File: config.mk
export PLATFORM = sky130hd
export DESIGN_NAME = multichannel_peak_rms_meter
export DESIGN_NICKNAME = d
export VERILOG_FILES = /design/src/pkrms_pkg.sv /design/src/pkrms_divsqrt.sv /design/src/multichannel_peak_rms_meter.sv
export SDC_FILE = /design/constraint.sdc
export NUM_CORES = 1
export LEC_CHECK = 0
export ABC_CLOCK_PERIOD_IN_PS = 27700
export BUFFER_PORTS_ARGS = -buffer_cell sky130_fd_sc_hd__buf_2
export CAP_MARGIN = 15
export CELL_PAD_IN_SITES_DETAIL_PLACEMENT = 0
export CELL_PAD_IN_SITES_GLOBAL_PLACEMENT = 2
export CORE_MARGIN = 2
export CORE_UTILIZATION = 45
export CTS_CLUSTER_SIZE = 14
export DETAILED_ROUTE_END_ITERATION = 7
export PLACE_DENSITY_LB_ADDON = 0.1
export SYNTH_ARGS = -nofsm -noshare
export SYNTH_HDL_FRONTEND = slang
export SYNTH_SLANG_ARGS = --single-unit
File: constraint.sdc
create_clock -name clk -period 27.7 [get_ports clk]
set_input_delay 4.155 -clock clk [delete_from_list [all_inputs] [get_ports clk]]
set_output_delay 4.155 -clock clk [all_outputs]
set_load 0.01 [all_outputs]
File: src/pkrms_pkg.sv
package pkrms_pkg;

  localparam int MAX_CHANNELS = 4;
  localparam int CH_W         = (MAX_CHANNELS > 1) ? $clog2(MAX_CHANNELS) : 1;
  localparam int CNT_W        = 3;
  localparam int SAMPLE_W     = 16;
  localparam int LEVEL_W      = 16;
  localparam int SQ_W         = 2 * SAMPLE_W;
  localparam int ACC_W        = 46;
  localparam int WIN_W        = 17;
  localparam int FRAME_W      = 16;
  localparam int ROOT_W       = ACC_W / 2;
  localparam int SREM_W       = ROOT_W + 2;
  localparam int DS_CNT_W     = $clog2(ACC_W);
  localparam int CFG_IDX_W    = 3;
  localparam int CFG_DATA_W   = 17;

  localparam logic [ACC_W-1:0] ACC_MAX      = {ACC_W{1'b1}};
  localparam logic [WIN_W-1:0] WINDOW_RESET = WIN_W'(1024);
  localparam logic [WIN_W-1:0] WINDOW_MAX   = WIN_W'(65536);

  localparam logic [CFG_IDX_W-1:0] REG_CHANNEL_COUNT = CFG_IDX_W'(0);
  localparam logic [CFG_IDX_W-1:0] REG_FIRST_CHANNEL = CFG_IDX_W'(1);
  localparam logic [CFG_IDX_W-1:0] REG_LAST_CHANNEL  = CFG_IDX_W'(2);
  localparam logic [CFG_IDX_W-1:0] REG_MODE          = CFG_IDX_W'(3);
  localparam logic [CFG_IDX_W-1:0] REG_WINDOW_FRAMES = CFG_IDX_W'(4);
  localparam logic [CFG_IDX_W-1:0] REG_SWAP_BYTES    = CFG_IDX_W'(5);

  localparam logic MODE_PEAK = 1'b0;
  localparam logic MODE_RMS  = 1'b1;

endpackage

File: src/pkrms_divsqrt.sv
module pkrms_divsqrt import pkrms_pkg::*; (
  input  logic               clk,
  input  logic               rst_n,
  input  logic               start,
  input  logic [ACC_W-1:0]   dividend,
  input  logic [WIN_W-1:0]   divisor,
  output logic               done,
  output logic [LEVEL_W-1:0] root
);

  localparam logic [1:0] DS_IDLE = 2'd0;
  localparam logic [1:0] DS_DIV  = 2'd1;
  localparam logic [1:0] DS_SQRT = 2'd2;

  logic [1:0]          st_r;
  logic [DS_CNT_W-1:0] cnt_r;
  logic [ACC_W-1:0]    q_r;
  logic [WIN_W-1:0]    dvs_r;
  logic [WIN_W-1:0]    drem_r;
  logic [SREM_W-1:0]   srem_r;
  logic [ROOT_W-1:0]   root_r;
  logic                done_r;

  logic [WIN_W:0]      d_trial;
  logic [WIN_W:0]      d_diff;
  logic                d_ge;
  logic [WIN_W-1:0]    drem_nxt;
  logic [SREM_W+1:0]   s_t;
  logic [SREM_W+1:0]   s_trial;
  logic [SREM_W+1:0]   s_diff;
  logic                s_ge;
  logic [SREM_W-1:0]   srem_nxt;

  // Restoring division, one quotient bit per cycle. The quotient is left in
  // q_r, which the square root then consumes two bits per cycle from the top.
  always_comb begin
    d_trial  = {drem_r, q_r[ACC_W-1]};
    d_ge     = d_trial >= {1'b0, dvs_r};
    d_diff   = d_trial - {1'b0, dvs_r};
    drem_nxt = d_ge ? d_diff[WIN_W-1:0] : d_trial[WIN_W-1:0];

    s_t      = {srem_r, q_r[ACC_W-1:ACC_W-2]};
    s_trial  = {(SREM_W+2-ROOT_W-2)'(0), root_r, 2'b01};
    s_ge     = s_t >= s_trial;
    s_diff   = s_t - s_trial;
    srem_nxt = s_ge ? s_diff[SREM_W-1:0] : s_t[SREM_W-1:0];
  end

  always_ff @(posedge clk) begin
    if (!rst_n) begin
      st_r   <= DS_IDLE;
      done_r <= 1'b0;
    end else begin
      done_r <= 1'b0;
      case (st_r)
        DS_IDLE: begin
          if (start) begin
            q_r    <= dividend;
            dvs_r  <= divisor;
            drem_r <= '0;
            cnt_r  <= DS_CNT_W'(ACC_W - 1);
            st_r   <= DS_DIV;
          end
        end
        DS_DIV: begin
          q_r    <= {q_r[ACC_W-2:0], d_ge};
          drem_r <= drem_nxt;
          if (cnt_r == '0) begin
            cnt_r  <= DS_CNT_W'(ROOT_W - 1);
            srem_r <= '0;
            root_r <= '0;
            st_r   <= DS_SQRT;
          end else begin
            cnt_r <= cnt_r - DS_CNT_W'(1);
          end
        end
        DS_SQRT: begin
          q_r    <= {q_r[ACC_W-3:0], 2'b00};
          srem_r <= srem_nxt;
          root_r <= {root_r[ROOT_W-2:0], s_ge};
          if (cnt_r == '0) begin
            done_r <= 1'b1;
            st_r   <= DS_IDLE;
          end else begin
            cnt_r <= cnt_r - DS_CNT_W'(1);
          end
        end
        default: st_r <= DS_IDLE;
      endcase
    end
  end

  assign done = done_r;
  assign root = (|root_r[ROOT_W-1:LEVEL_W]) ? {LEVEL_W{1'b1}} : root_r[LEVEL_W-1:0];

endmodule

File: src/multichannel_peak_rms_meter.sv
// Windowed peak / RMS level meter for an interleaved stream of 16-bit samples.
// The per-channel accumulators live in a small synchronous memory; each sample
// is accepted in S_IDLE and then takes one read-modify-write of its channel's
// entry in S_UPD, during which the input is not ready, so the block cannot take
// a new sample before the last one is written. At the end of a window the block
// sweeps the channels in ascending order and is not ready for samples until the
// last level is loaded into the output register. In peak mode each measured
// channel passes S_SWEEP, S_SWREAD and S_LOAD; in RMS mode it also waits in
// S_CALC for the shared divide-then-square-root unit, which divides and then
// takes the square root. Unmeasured channels are skipped in S_SWEEP. Accumulators
// are cleared by per-entry valid bits, so there is no clearing pass after reset or between windows.
module multichannel_peak_rms_meter import pkrms_pkg::*; (
  input  logic                  clk,
  input  logic                  rst_n,
  input  logic                  in_valid,
  output logic                  in_ready,
  input  logic [SAMPLE_W-1:0]   in_sample_word,
  output logic                  out_valid,
  input  logic                  out_ready,
  output logic [1:0]            out_channel,
  output logic [LEVEL_W-1:0]    out_level,
  output logic                  out_last,
  input  logic                  cfg_we,
  input  logic [CFG_IDX_W-1:0]  cfg_index,
  input  logic [CFG_DATA_W-1:0] cfg_wdata
);

  localparam logic [2:0] S_IDLE   = 3'd0;
  localparam logic [2:0] S_UPD    = 3'd1;
  localparam logic [2:0] S_SWEEP  = 3'd2;
  localparam logic [2:0] S_SWREAD = 3'd3;
  localparam logic [2:0] S_CALC   = 3'd4;
  localparam logic [2:0] S_LOAD   = 3'd5;

  localparam logic [CH_W-1:0] CH_LAST = CH_W'(MAX_CHANNELS - 1);

  // Configuration registers.
  logic [CNT_W-1:0]  chan_count_r;
  logic [1:0]        first_ch_r;
  logic [1:0]        last_ch_r;
  logic              mode_r;
  logic [WIN_W-1:0]  window_r;
  logic              swap_r;

  logic [2:0]        state_r;
  logic [2:0]        state_nxt;
  logic [CH_W-1:0]   pos_r;
  logic [FRAME_W-1:0] fc_r;
  logic [CH_W-1:0]   sw_ch_r;
  logic [LEVEL_W-1:0] mag_r;
  logic [SQ_W-1:0]   sq_r;
  logic [LEVEL_W-1:0] lvl_r;

  logic              out_valid_r;
  logic [1:0]        out_channel_r;
  logic [LEVEL_W-1:0] out_level_r;
  logic              out_last_r;

  // Accumulator memory with one valid bit per entry.
  logic [ACC_W-1:0]  acc_mem [MAX_CHANNELS];
  logic [MAX_CHANNELS-1:0] acc_vld_r;
  logic [ACC_W-1:0]  rd_data_r;
  logic              rd_vld_r;
  logic [CH_W-1:0]   rd_addr;
  logic              mem_we;
  logic [ACC_W-1:0]  wr_data;

  logic [CH_W:0]     eff_count;
  logic [WIN_W-1:0]  eff_win;
  logic [MAX_CHANNELS-1:0] meas_mask;
  logic [MAX_CHANNELS-1:0] last_vec;
  logic [SAMPLE_W-1:0] w_sw;
  logic [LEVEL_W-1:0] mag;
  logic              in_xfer;
  logic [ACC_W-1:0]  acc_rd;
  logic [ACC_W:0]    sum;
  logic [ACC_W-1:0]  rms_acc;
  logic [ACC_W-1:0]  peak_acc;
  logic [CH_W:0]     pos_inc;
  logic              frame_end;
  logic [WIN_W-1:0]  fc_inc;
  logic              win_end;
  logic              sw_at_end;
  logic [LEVEL_W-1:0] peak_lvl;

  logic              ds_start;
  logic              ds_done;
  logic [LEVEL_W-1:0] ds_root;
  logic              out_load;
  logic              sweep_end;
  logic              sw_step;

  always_comb begin
    if (chan_count_r == '0) begin
      eff_count = (CH_W+1)'(1);
    end else if (32'(chan_count_r) > MAX_CHANNELS) begin
      eff_count = (CH_W+1)'(MAX_CHANNELS);
    end else begin
      eff_count = (CH_W+1)'(chan_count_r);
    end

    if (window_r == '0) begin
      eff_win = WIN_W'(1);
    end else if (window_r > WINDOW_MAX) begin
      eff_win = WINDOW_MAX;
    end else begin
      eff_win = window_r;
    end

    for (int i = 0; i < MAX_CHANNELS; i++) begin
      meas_mask[i] = (i < 32'(eff_count)) && (i >= 32'(first_ch_r)) && (i <= 32'(last_ch_r));
    end
    // A channel is the last of the window when no measured channel lies above it.
    for (int i = 0; i < MAX_CHANNELS; i++) begin
      last_vec[i] = meas_mask[i] && ((meas_mask >> (i + 1)) == '0);
    end
  end

  // Sample magnitude: optional byte swap, then absolute value of the
  // two's complement word (the most negative value gives 32768).
  always_comb begin
    w_sw = swap_r ? {in_sample_word[7:0], in_sample_word[15:8]} : in_sample_word;
    mag  = w_sw[SAMPLE_W-1] ? LEVEL_W'(17'h10000 - {1'b0, w_sw}) : w_sw;
  end

  assign in_ready = (state_r == S_IDLE);
  assign in_xfer  = in_valid && in_ready;

  always_comb begin
    acc_rd    = rd_vld_r ? rd_data_r : '0;
    sum       = {1'b0, acc_rd} + (ACC_W+1)'(sq_r);
    rms_acc   = sum[ACC_W] ? ACC_MAX : sum[ACC_W-1:0];
    peak_acc  = (ACC_W'(mag_r) > acc_rd) ? ACC_W'(mag_r) : acc_rd;
    peak_lvl  = (|acc_rd[ACC_W-1:LEVEL_W]) ? {LEVEL_W{1'b1}} : acc_rd[LEVEL_W-1:0];
    pos_inc   = {1'b0, pos_r} + (CH_W+1)'(1);
    frame_end = pos_inc >= eff_count;
    fc_inc    = {1'b0, fc_r} + WIN_W'(1);
    win_end   = frame_end && ((fc_inc >= eff_win) || fc_inc[FRAME_W]);
    sw_at_end = (sw_ch_r == CH_LAST);
  end

  assign rd_addr = (state_r == S_IDLE) ? pos_r : sw_ch_r;
  assign mem_we  = (state_r == S_UPD) && meas_mask[pos_r];
  assign wr_data = (mode_r == MODE_RMS) ? rms_acc : peak_acc;

  always_ff @(posedge clk) begin
    rd_data_r <= acc_mem[rd_addr];
    rd_vld_r  <= acc_vld_r[rd_addr];
    if (mem_we) begin
      acc_mem[pos_r] <= wr_data;
    end
  end

  always_comb begin
    state_nxt = state_r;
    ds_start  = 1'b0;
    out_load  = 1'b0;
    sweep_end = 1'b0;
    sw_step   = 1'b0;
    case (state_r)
      S_IDLE: begin
        if (in_xfer) begin
          state_nxt = S_UPD;
        end
      end
      S_UPD: begin
        state_nxt = win_end ? S_SWEEP : S_IDLE;
      end
      S_SWEEP: begin
        if (meas_mask[sw_ch_r]) begin
          state_nxt = S_SWREAD;
        end else if (sw_at_end) begin
          sweep_end = 1'b1;
          state_nxt = S_IDLE;
        end else begin
          sw_step = 1'b1;
        end
      end
      S_SWREAD: begin
        if (mode_r == MODE_RMS) begin
          ds_start  = 1'b1;
          state_nxt = S_CALC;
        end else begin
          state_nxt = S_LOAD;
        end
      end
      S_CALC: begin
        if (ds_done) begin
          state_nxt = S_LOAD;
        end
      end
      S_LOAD: begin
        if (!out_valid_r || out_ready) begin
          out_load = 1'b1;
          if (last_vec[sw_ch_r] || sw_at_end) begin
            sweep_end = 1'b1;
            state_nxt = S_IDLE;
          end else begin
            sw_step   = 1'b1;
            state_nxt = S_SWEEP;
          end
        end
      end
      default: state_nxt = S_IDLE;
    endcase
  end

  always_ff @(posedge clk) begin
    if (!rst_n) begin
      chan_count_r <= CNT_W'(1);
      first_ch_r   <= '0;
      last_ch_r    <= '0;
      mode_r       <= MODE_PEAK;
      window_r     <= WINDOW_RESET;
      swap_r       <= 1'b0;
      state_r      <= S_IDLE;
      pos_r        <= '0;
      fc_r         <= '0;
      sw_ch_r      <= '0;
      acc_vld_r    <= '0;
      out_valid_r  <= 1'b0;
    end else begin
      state_r <= state_nxt;

      if (cfg_we) begin
        case (cfg_index)
          REG_CHANNEL_COUNT: chan_count_r <= cfg_wdata[CNT_W-1:0];
          REG_FIRST_CHANNEL: first_ch_r   <= cfg_wdata[1:0];
          REG_LAST_CHANNEL:  last_ch_r    <= cfg_wdata[1:0];
          REG_MODE:          mode_r       <= cfg_wdata[0];
          REG_WINDOW_FRAMES: window_r     <= cfg_wdata[WIN_W-1:0];
          REG_SWAP_BYTES:    swap_r       <= cfg_wdata[0];
          default: ;
        endcase
      end

      if (state_r == S_UPD) begin
        if (frame_end) begin
          pos_r <= '0;
          fc_r  <= win_end ? '0 : fc_inc[FRAME_W-1:0];
        end else begin
          pos_r <= pos_inc[CH_W-1:0];
        end
        if (win_end) begin
          sw_ch_r <= '0;
        end
      end

      if (mem_we) begin
        acc_vld_r[pos_r] <= 1'b1;
      end
      // Every entry, measured or not, starts the next window at zero.
      if (sweep_end) begin
        acc_vld_r <= '0;
      end
      if (sw_step) begin
        sw_ch_r <= sw_ch_r + CH_W'(1);
      end

      if (out_load) begin
        out_valid_r <= 1'b1;
      end else if (out_ready) begin
        out_valid_r <= 1'b0;
      end
    end
  end

  always_ff @(posedge clk) begin
    if (in_xfer) begin
      mag_r <= mag;
      sq_r  <= SQ_W'(mag) * SQ_W'(mag);
    end
    if (state_r == S_SWREAD) begin
      lvl_r <= peak_lvl;
    end else if (state_r == S_CALC && ds_done) begin
      lvl_r <= ds_root;
    end
    if (out_load) begin
      out_channel_r <= 2'(sw_ch_r);
      out_level_r   <= lvl_r;
      out_last_r    <= last_vec[sw_ch_r] || sw_at_end;
    end
  end

  pkrms_divsqrt u_divsqrt (
    .clk      (clk),
    .rst_n    (rst_n),
    .start    (ds_start),
    .dividend (acc_rd),
    .divisor  (eff_win),
    .done     (ds_done),
    .root     (ds_root)
  );

  assign out_valid   = out_valid_r;
  assign out_channel = out_channel_r;
  assign out_level   = out_level_r;
  assign out_last    = out_last_r;

endmodule

; ---- Word-level counts from Yosys, hierarchy flattened
; Memory sizes are Yosys's and may differ from the RTL's. A register that Yosys moved wholly into a read port is not among the register bits.
; Index checks and enable logic that the tools add are counted.
[classes]
addsub = 8
n_mul = 1
order_cmp = 21
n_eq_ne = 21
mux = 76
bitwise = 2
n_reduce_logical = 53
[ops]
columns = op, count
row1 = two-way mux 46 bit, 5
row2 = one-hot mux 46 bit (3 select lines), 1
row3 = two-way mux 16 bit, 7
row4 = two-way mux 17 bit, 4
row5 = two-way mux 25 bit, 2
row6 = one-hot mux 25 bit (2 select lines), 1
row7 = adder 46 x 32 -> 47 bit, 1
row8 = > comparator 16 x 46 -> 1 bit, 1
row9 = one-hot mux 23 bit (2 select lines), 1
row10 = one-hot mux 17 bit (2 select lines), 1
row11 = multiplier 16 x 16 -> 32 bit, 1
row12 = OR reduction 30 bit, 1
row13 = >= comparator 27 x 25 -> 1 bit, 1
row14 = subtractor 25 bit, 1
row15 = two-way mux 1 bit, 23
row16 = two-way mux 23 bit, 1
row17 = two-way mux 3 bit, 7
row18 = two-way mux 2 bit, 10
row19 = >= comparator 18 x 17 -> 1 bit, 1
row20 = two-way mux 6 bit, 3
row21 = one-hot mux 3 bit (6 select lines), 1
row22 = one-hot mux 6 bit (3 select lines), 1
row23 = AND reduction 2 bit, 9
row24 = adder 16 x 1 -> 17 bit (second input constant), 1
row25 = 45 further kinds, 97
[word_totals]
register_bits = 275
ramBits = 184
n_memories = 1
[mem_list]
columns = memory, depth, word_bits, rd, rd_clocked_by_memory_dff, wr, line_no
row1 = acc_mem, 4, 46, 1, 1, 1, multichannel_peak_rms_meter.sv:60  ; logic [ACC_W-1:0] acc_mem [MAX_CHANNELS];

; ---- Longest topological paths before layout
[logic_depth]
ltp_word = 16
mapped_depth = 36
ltp_nobuf = 30

; ---- Modules after synthesis
; From an unflattened synthesis, not the netlist that was laid out.
[hier_totals]
cells_unflattened = 3121
area_unflattened_um2 = 32962.9
[modules_own_cells]
columns = mod, n_inst, cells_per_inst, area_per_inst_um2, seq_area_each_um2
row1 = multichannel_peak_rms_meter, 1, 2250, 24383.4, 9979.6
row2 = pkrms_divsqrt, 1, 871, 8579.5, 4083.9

; ---- Worst setup path before layout
; Ideal clock, no wire load.
[synth_timing]
kind = input port to flip-flop
startpoint = in in_sample_word[8]
endpoint = reg sq_r[22], data pin
setup_time_ns = 0.258
arrival_ns = 11.454
required_time_ns = 27.442
setup_slack_ns = 15.988
path_stages = 28
n_path_buf = 1
cell_sequence = mux2_2 inv_1 buf_1 ha_1 nand4_1 o31ai_4 o31ai_1 xor2_1 inv_2 nand2_1 fa_1 fa_1 inv_1 fa_1 fa_1 fa_1 inv_1 fa_1 inv_1 ha_1 and3_1 a221o_1 a2111oi_1 nor2_1 a31o_2 a21o_1 a211oi_1 nor2_1
[synth_between]
elab_chain_len = 4
[synth_lines]
columns = item, line_no
row1 = from (decl), multichannel_peak_rms_meter.sv:17  ; input logic [SAMPLE_W-1:0] in_sample_word,
row2 = two-way mux 16 bit, multichannel_peak_rms_meter.sv:122  ; w_sw = swap_r ? {in_sample_word[7:0], in_sample_word[15:8]} : in_sample_word;
row3 = subtractor 1 x 16 -> 16 bit, multichannel_peak_rms_meter.sv:123  ; mag = w_sw[SAMPLE_W-1] ? LEVEL_W'(17'h10000 - {1'b0, w_sw}) : w_sw;
row4 = two-way mux 16 bit, multichannel_peak_rms_meter.sv:123
row5 = via mag[12], multichannel_peak_rms_meter.sv:73  ; logic [LEVEL_W-1:0] mag;
row6 = multiplier 16 x 16 -> 32 bit, multichannel_peak_rms_meter.sv:271  ; sq_r <= SQ_W'(mag) * SQ_W'(mag);
row7 = to (signal assigned), multichannel_peak_rms_meter.sv:271
row8 = to (decl), multichannel_peak_rms_meter.sv:51  ; logic [SQ_W-1:0] sq_r;
; The timed path passes the listed nets, and every way through them passes these cells.
; A chain may end at the register's enable or synchronous reset.

; ---- Worst setup path after layout
[layout_timing]
startpoint = in in_sample_word[8]
endpoint = reg sq_r[22], data pin
[layout_between]
elab_chain_len = 4
[layout_lines]
columns = item, line_no
row1 = two-way mux 16 bit (*), multichannel_peak_rms_meter.sv:122
row2 = subtractor 1 x 16 -> 16 bit, multichannel_peak_rms_meter.sv:123
row3 = two-way mux 16 bit (*), multichannel_peak_rms_meter.sv:123
row4 = via mag[0], multichannel_peak_rms_meter.sv:73
row5 = multiplier 16 x 16 -> 32 bit (*), multichannel_peak_rms_meter.sv:271
; Mark *: on every way through the listed nets, which the timed path passes. The rest lies on a longest branch.

==> results.rst <==
.. list-table::
   :header-rows: 1

   * - Metric
     - Value
   * - Worst endpoint required time
     - 28,070 ps
   * - Growth of design area from synthesis to finish
     - 10.21%
   * - Minimum clock period
     - 12,490 ps
   * - TritonCTS clock tree
     - yes
   * - Area taken by flip-flops and latches
     - 14,060 um^2
   * - Predominant post-synthesis flop cell
     - sky130_fd_sc_hd__edfxtp_1
   * - Max-slew headroom at the worst pin
     - 0.2904
   * - Floorplan die width
     - 274.7 um
   * - Data arrival time at the worst-slack endpoint
     - 12,860 ps
   * - Final total power
     - 4662 uW
   * - Final cell utilization of the core
     - 0.4997
   * - Average wire length per cell after detail routing
     - 19.50 um
   * - Final hold viol count
     - 0
   * - Total vias in the final route
     - 23,420
   * - Area enclosed by the die boundary
     - 75,440 um^2
   * - Multi-input logic area
     - 17,140 um^2
   * - Share of post-route cells with drive strength above 1
     - 0.08381
   * - Final std cell area, no fill
     - 36,330 um^2
   * - Htree depth
     - 2
   * - Via count of the first global-routing pass
     - 23,830
   * - Global Route Usage Sum
     - 0.2228
   * - Final hold slack
     - 416.4 ps
   * - Wire length of the first global-routing pass
     - 132,300 um
   * - Placeable core area
     - 72,710 um^2
   * - Number of clock sinks seen by CTS
     - 503
   * - Element type at the critical path end
     - flop
   * - Synthesized area divided by synthesized cell count
     - 10.25 um^2
   * - Worst clock skew
     - 57.55 ps
   * - Pins Over Slew Limit
     - 0
   * - Count of input and output buffers
     - 61
   * - Synthesized-area fraction occupied by adder cells
     - 0.1843
   * - Post-synthesis mux area share
     - 0.02327
   * - Hpwl dp
     - 60,830 um
   * - Final Wtd Congestion
     - 0.8898
   * - Largest driver fanout on the critical path
     - 15
   * - Fill cell instance count of the final layout
     - 6,664
   * - Number of remaining DRC errors
     - 0
   * - Slew at the pin closest to its max-slew limit
     - 1064 ps
   * - 1st-iter DRT viols
     - 1,418
   * - Die height
     - 274.7 um
   * - Cell at the root of the clock tree
     - sky130_fd_sc_hd__clkbuf_16
   * - Post-synth EDFFs
     - 399
   * - Antenna violations before repair
     - 0
   * - Hold_buf cts
     - 0
   * - Static power due to leakage
     - 0.01505 uW
   * - Hold Crit Class
     - reg2reg
   * - Outcome
     - completed
   * - Worst Path Class, Setup
     - in2reg
   * - Upper clock frequency limit
     - 80.06 MHz
   * - Number of vias per cell after detailed routing
     - 5.490
   * - Wire length reported by the detailed router
     - 83,170 um
   * - Initial standard-cell utilization of the core
     - 0.4534
   * - Final antenna-violating net count
     - 0
   * - Compound-gate portion of the synthesized area
     - 0.1377
   * - Clk pin slew, worst setup/hold paths
     - 70 ps
   * - RSZ-0062 raised after global routing
     - no
   * - Overflow left after global routing
     - 0
   * - Final clock period utilization by the worst path
     - 0.4509
   * - Summed negative setup slack over all endpoints
     - 0 ps
   * - Buffers inserted during post-CTS setup optimization
     - 0
   * - Setup crit start kind
     - input pin
   * - DR pass1 iterations
     - 5
   * - Async S/R FF share, synth
     - 0
   * - CTS Buf Count
     - 59
   * - Clock latency at the later pin of the worst-skew pair
     - 660 ps
   * - #FFs+latches synth
     - 503
   * - Area share of and/or/nand/nor cells after synthesis
     - 0.1377
   * - Cell area after technology mapping
     - 32,970 um^2
   * - Cells after Synth
     - 3,216
   * - Placed cell area
     - 34,280 um^2
   * - Pin count of the biggest net entering global routing
     - 99
   * - Sequential element share of the synthesized area
     - 0.4266
   * - Floorplan row count
     - 99
   * - Cell Pwr Density
     - 128.3 nW/um^2
   * - # IOs
     - 62
   * - Largest family of logic cells by synthesized area
     - adder cells
   * - Post-CTS sizing
     - 0
   * - Library cells used by synthesis
     - 104
   * - Buffer depth of the longest clock path
     - 3
   * - Max VDD drop
     - 0.0002493 V
   * - Net count, final
     - 3,682
   * - Warnings, synthesis
     - 0
   * - Count of maximum capacitance violations
     - 0
   * - XOR/XNOR Fraction of Synth Area
     - 0.03310
   * - Setup-violating endpoint count in the final report
     - 0
sequential cells by signal, summed over array words and instances, names as in the netlist, 6 cells and up:
signal and flops:
acc_mem 184, fc_r 16, lvl_r 16, mag_r 16, out_level 16, rd_data_r 46
sq_r 30, u_divsqrt.cnt_r 6, u_divsqrt.drem_r 17, u_divsqrt.dvs_r 17, u_divsqrt.q_r 46, u_divsqrt.root_r 23
u_divsqrt.srem_r 25, window_r 17
worst paths after layout:
check / startpoint / end / slack [ps] / depth (start not counted)
max: in_sample_word[8] / sq_r[22] / 15210 / 28
min: lvl_r[12] / out_level[12] / 420 / 0
max reg2reg: swap_r / sq_r[22] / 17950 / 28
min reg2reg: lvl_r[12] / out_level[12] / 420 / 0
layer usage:
layer / global-route usage / part of all wire
met5: 0 / 0
met4: 0.05521 / 0.022
met3: 0.02357 / 0.034
met2: 0.3764 / 0.48
met1: 0.3074 / 0.46
kinds of logic (layout without fill, tap and decap cells):
kind of cell	after synthesis	in the layout
other	2	12
buffers and inverters	479	559
AO/OA/AOI/OAI	674	674
adder cells (fa/ha/maj)	386	386
AND/OR/NAND/NOR	977	977
XOR/XNOR	119	119
flip-flops	503	503
multiplexers	76	76
cell type report:
type,count,area share
Tap cell,959,0.03302
Multi-Input combinational cell,2243,0.4717
Clock inverter,40,0.01374
Clock buffer,71,0.04270
Inverter,357,0.03688
Timing Repair Buffer,91,0.01481
Antenna cell,1,0.00006887
Sequential cell,503,0.3871
synth_stat cells (8+ instances only):
master,n,area (um^2)
sky130_fd_sc_hd__a211oi_1,67,503.0
sky130_fd_sc_hd__a21boi_0,10,75.07
sky130_fd_sc_hd__a21o_1,35,262.8
sky130_fd_sc_hd__a21oi_1,196,980.9
sky130_fd_sc_hd__a22oi_1,52,390.4
sky130_fd_sc_hd__a2bb2oi_1,15,131.4
sky130_fd_sc_hd__a31o_2,8,70.07
sky130_fd_sc_hd__a31oi_1,61,381.6
sky130_fd_sc_hd__and2_1,84,525.5
sky130_fd_sc_hd__and3_1,23,143.9
sky130_fd_sc_hd__and4_1,8,70.07
sky130_fd_sc_hd__buf_1,12,45.04
sky130_fd_sc_hd__buf_2,19,95.09
sky130_fd_sc_hd__clkbuf_1,81,304.0
sky130_fd_sc_hd__dfxtp_1,104,2082
sky130_fd_sc_hd__edfxtp_1,399,11980
sky130_fd_sc_hd__fa_1,166,3323
sky130_fd_sc_hd__ha_1,220,2753
sky130_fd_sc_hd__inv_1,347,1303
sky130_fd_sc_hd__mux2i_1,71,710.7
sky130_fd_sc_hd__nand2_1,354,1329
sky130_fd_sc_hd__nand2b_1,23,143.9
sky130_fd_sc_hd__nand3_1,49,245.2
sky130_fd_sc_hd__nand3b_1,8,60.06
sky130_fd_sc_hd__nand4_1,26,162.7
sky130_fd_sc_hd__nor2_1,275,1032
sky130_fd_sc_hd__nor2b_1,18,112.6
sky130_fd_sc_hd__nor3_1,37,185.2
sky130_fd_sc_hd__nor4_1,16,100.1
sky130_fd_sc_hd__o211ai_1,9,67.56
sky130_fd_sc_hd__o21a_1,15,112.6
sky130_fd_sc_hd__o21ai_0,83,415.4
sky130_fd_sc_hd__o21bai_1,10,75.07
sky130_fd_sc_hd__o22ai_1,8,50.05
sky130_fd_sc_hd__o31ai_1,8,60.06
sky130_fd_sc_hd__or2_2,18,112.6
sky130_fd_sc_hd__xnor2_1,69,604.3
sky130_fd_sc_hd__xor2_1,45,394.1
layout by cell type, fill, tap and decap left out, types with 61 or more instances in the layout:
master | synthesis | routed
sky130_fd_sc_hd__edfxtp_1 | 399 | 399
sky130_fd_sc_hd__nand2_1 | 354 | 354
sky130_fd_sc_hd__inv_1 | 347 | 347
sky130_fd_sc_hd__nor2_1 | 275 | 272
sky130_fd_sc_hd__ha_1 | 220 | 217
sky130_fd_sc_hd__a21oi_1 | 196 | 196
sky130_fd_sc_hd__fa_1 | 166 | 166
sky130_fd_sc_hd__dfxtp_1 | 104 | 103
sky130_fd_sc_hd__o21ai_0 | 83 | 83
sky130_fd_sc_hd__and2_1 | 84 | 79
sky130_fd_sc_hd__mux2i_1 | 71 | 69
sky130_fd_sc_hd__xnor2_1 | 69 | 69
sky130_fd_sc_hd__a211oi_1 | 67 | 66
sky130_fd_sc_hd__a31oi_1 | 61 | 61
sky130_fd_sc_hd__buf_2 | 19 | 61
stage by stage:
step,std cells,worst slack [ps]
floorplan,3225,15990
global placement,4152,14910
detailed placement,4153,14670
CTS,4264,15310
global route,4264,14710
finish,4265,15210
power breakdown:
| part | internal [uW] | switching (uW) | total [uW] | leakage [uW] |
|---|---|---|---|---|
| clock | 471 | 335 | 806 | 0.000973 |
| sequential | 1020 | 36.4 | 1060 | 0.00463 |
| combinational | 1170 | 1630 | 2800 | 0.00945 |
| total | 2660 | 2000 | 4660 | 0.0151 |
worst max-delay path: stages:
cell	delay (ps)
sky130_fd_sc_hd__buf_2	120
sky130_fd_sc_hd__mux2_2	340
sky130_fd_sc_hd__inv_1	410
sky130_fd_sc_hd__ha_1	290
sky130_fd_sc_hd__nand4_1	190
sky130_fd_sc_hd__nand2_1	140
sky130_fd_sc_hd__xor2_1	750
sky130_fd_sc_hd__inv_1	390
sky130_fd_sc_hd__nor2_1	320
sky130_fd_sc_hd__fa_1	490
sky130_fd_sc_hd__fa_1	510
sky130_fd_sc_hd__inv_1	50
sky130_fd_sc_hd__fa_1	480
sky130_fd_sc_hd__inv_1	60
sky130_fd_sc_hd__fa_1	500
sky130_fd_sc_hd__fa_1	550
sky130_fd_sc_hd__inv_1	50
sky130_fd_sc_hd__fa_1	520
sky130_fd_sc_hd__inv_1	40
sky130_fd_sc_hd__ha_1	380
sky130_fd_sc_hd__and3_1	220
sky130_fd_sc_hd__a221o_1	320
sky130_fd_sc_hd__a2111oi_1	560
sky130_fd_sc_hd__nor2_1	210
sky130_fd_sc_hd__a31o_2	310
sky130_fd_sc_hd__a21o_1	170
sky130_fd_sc_hd__a211oi_1	230
sky130_fd_sc_hd__nor2_1	70
No activity file was read; power rests on OpenSTA's default activity.
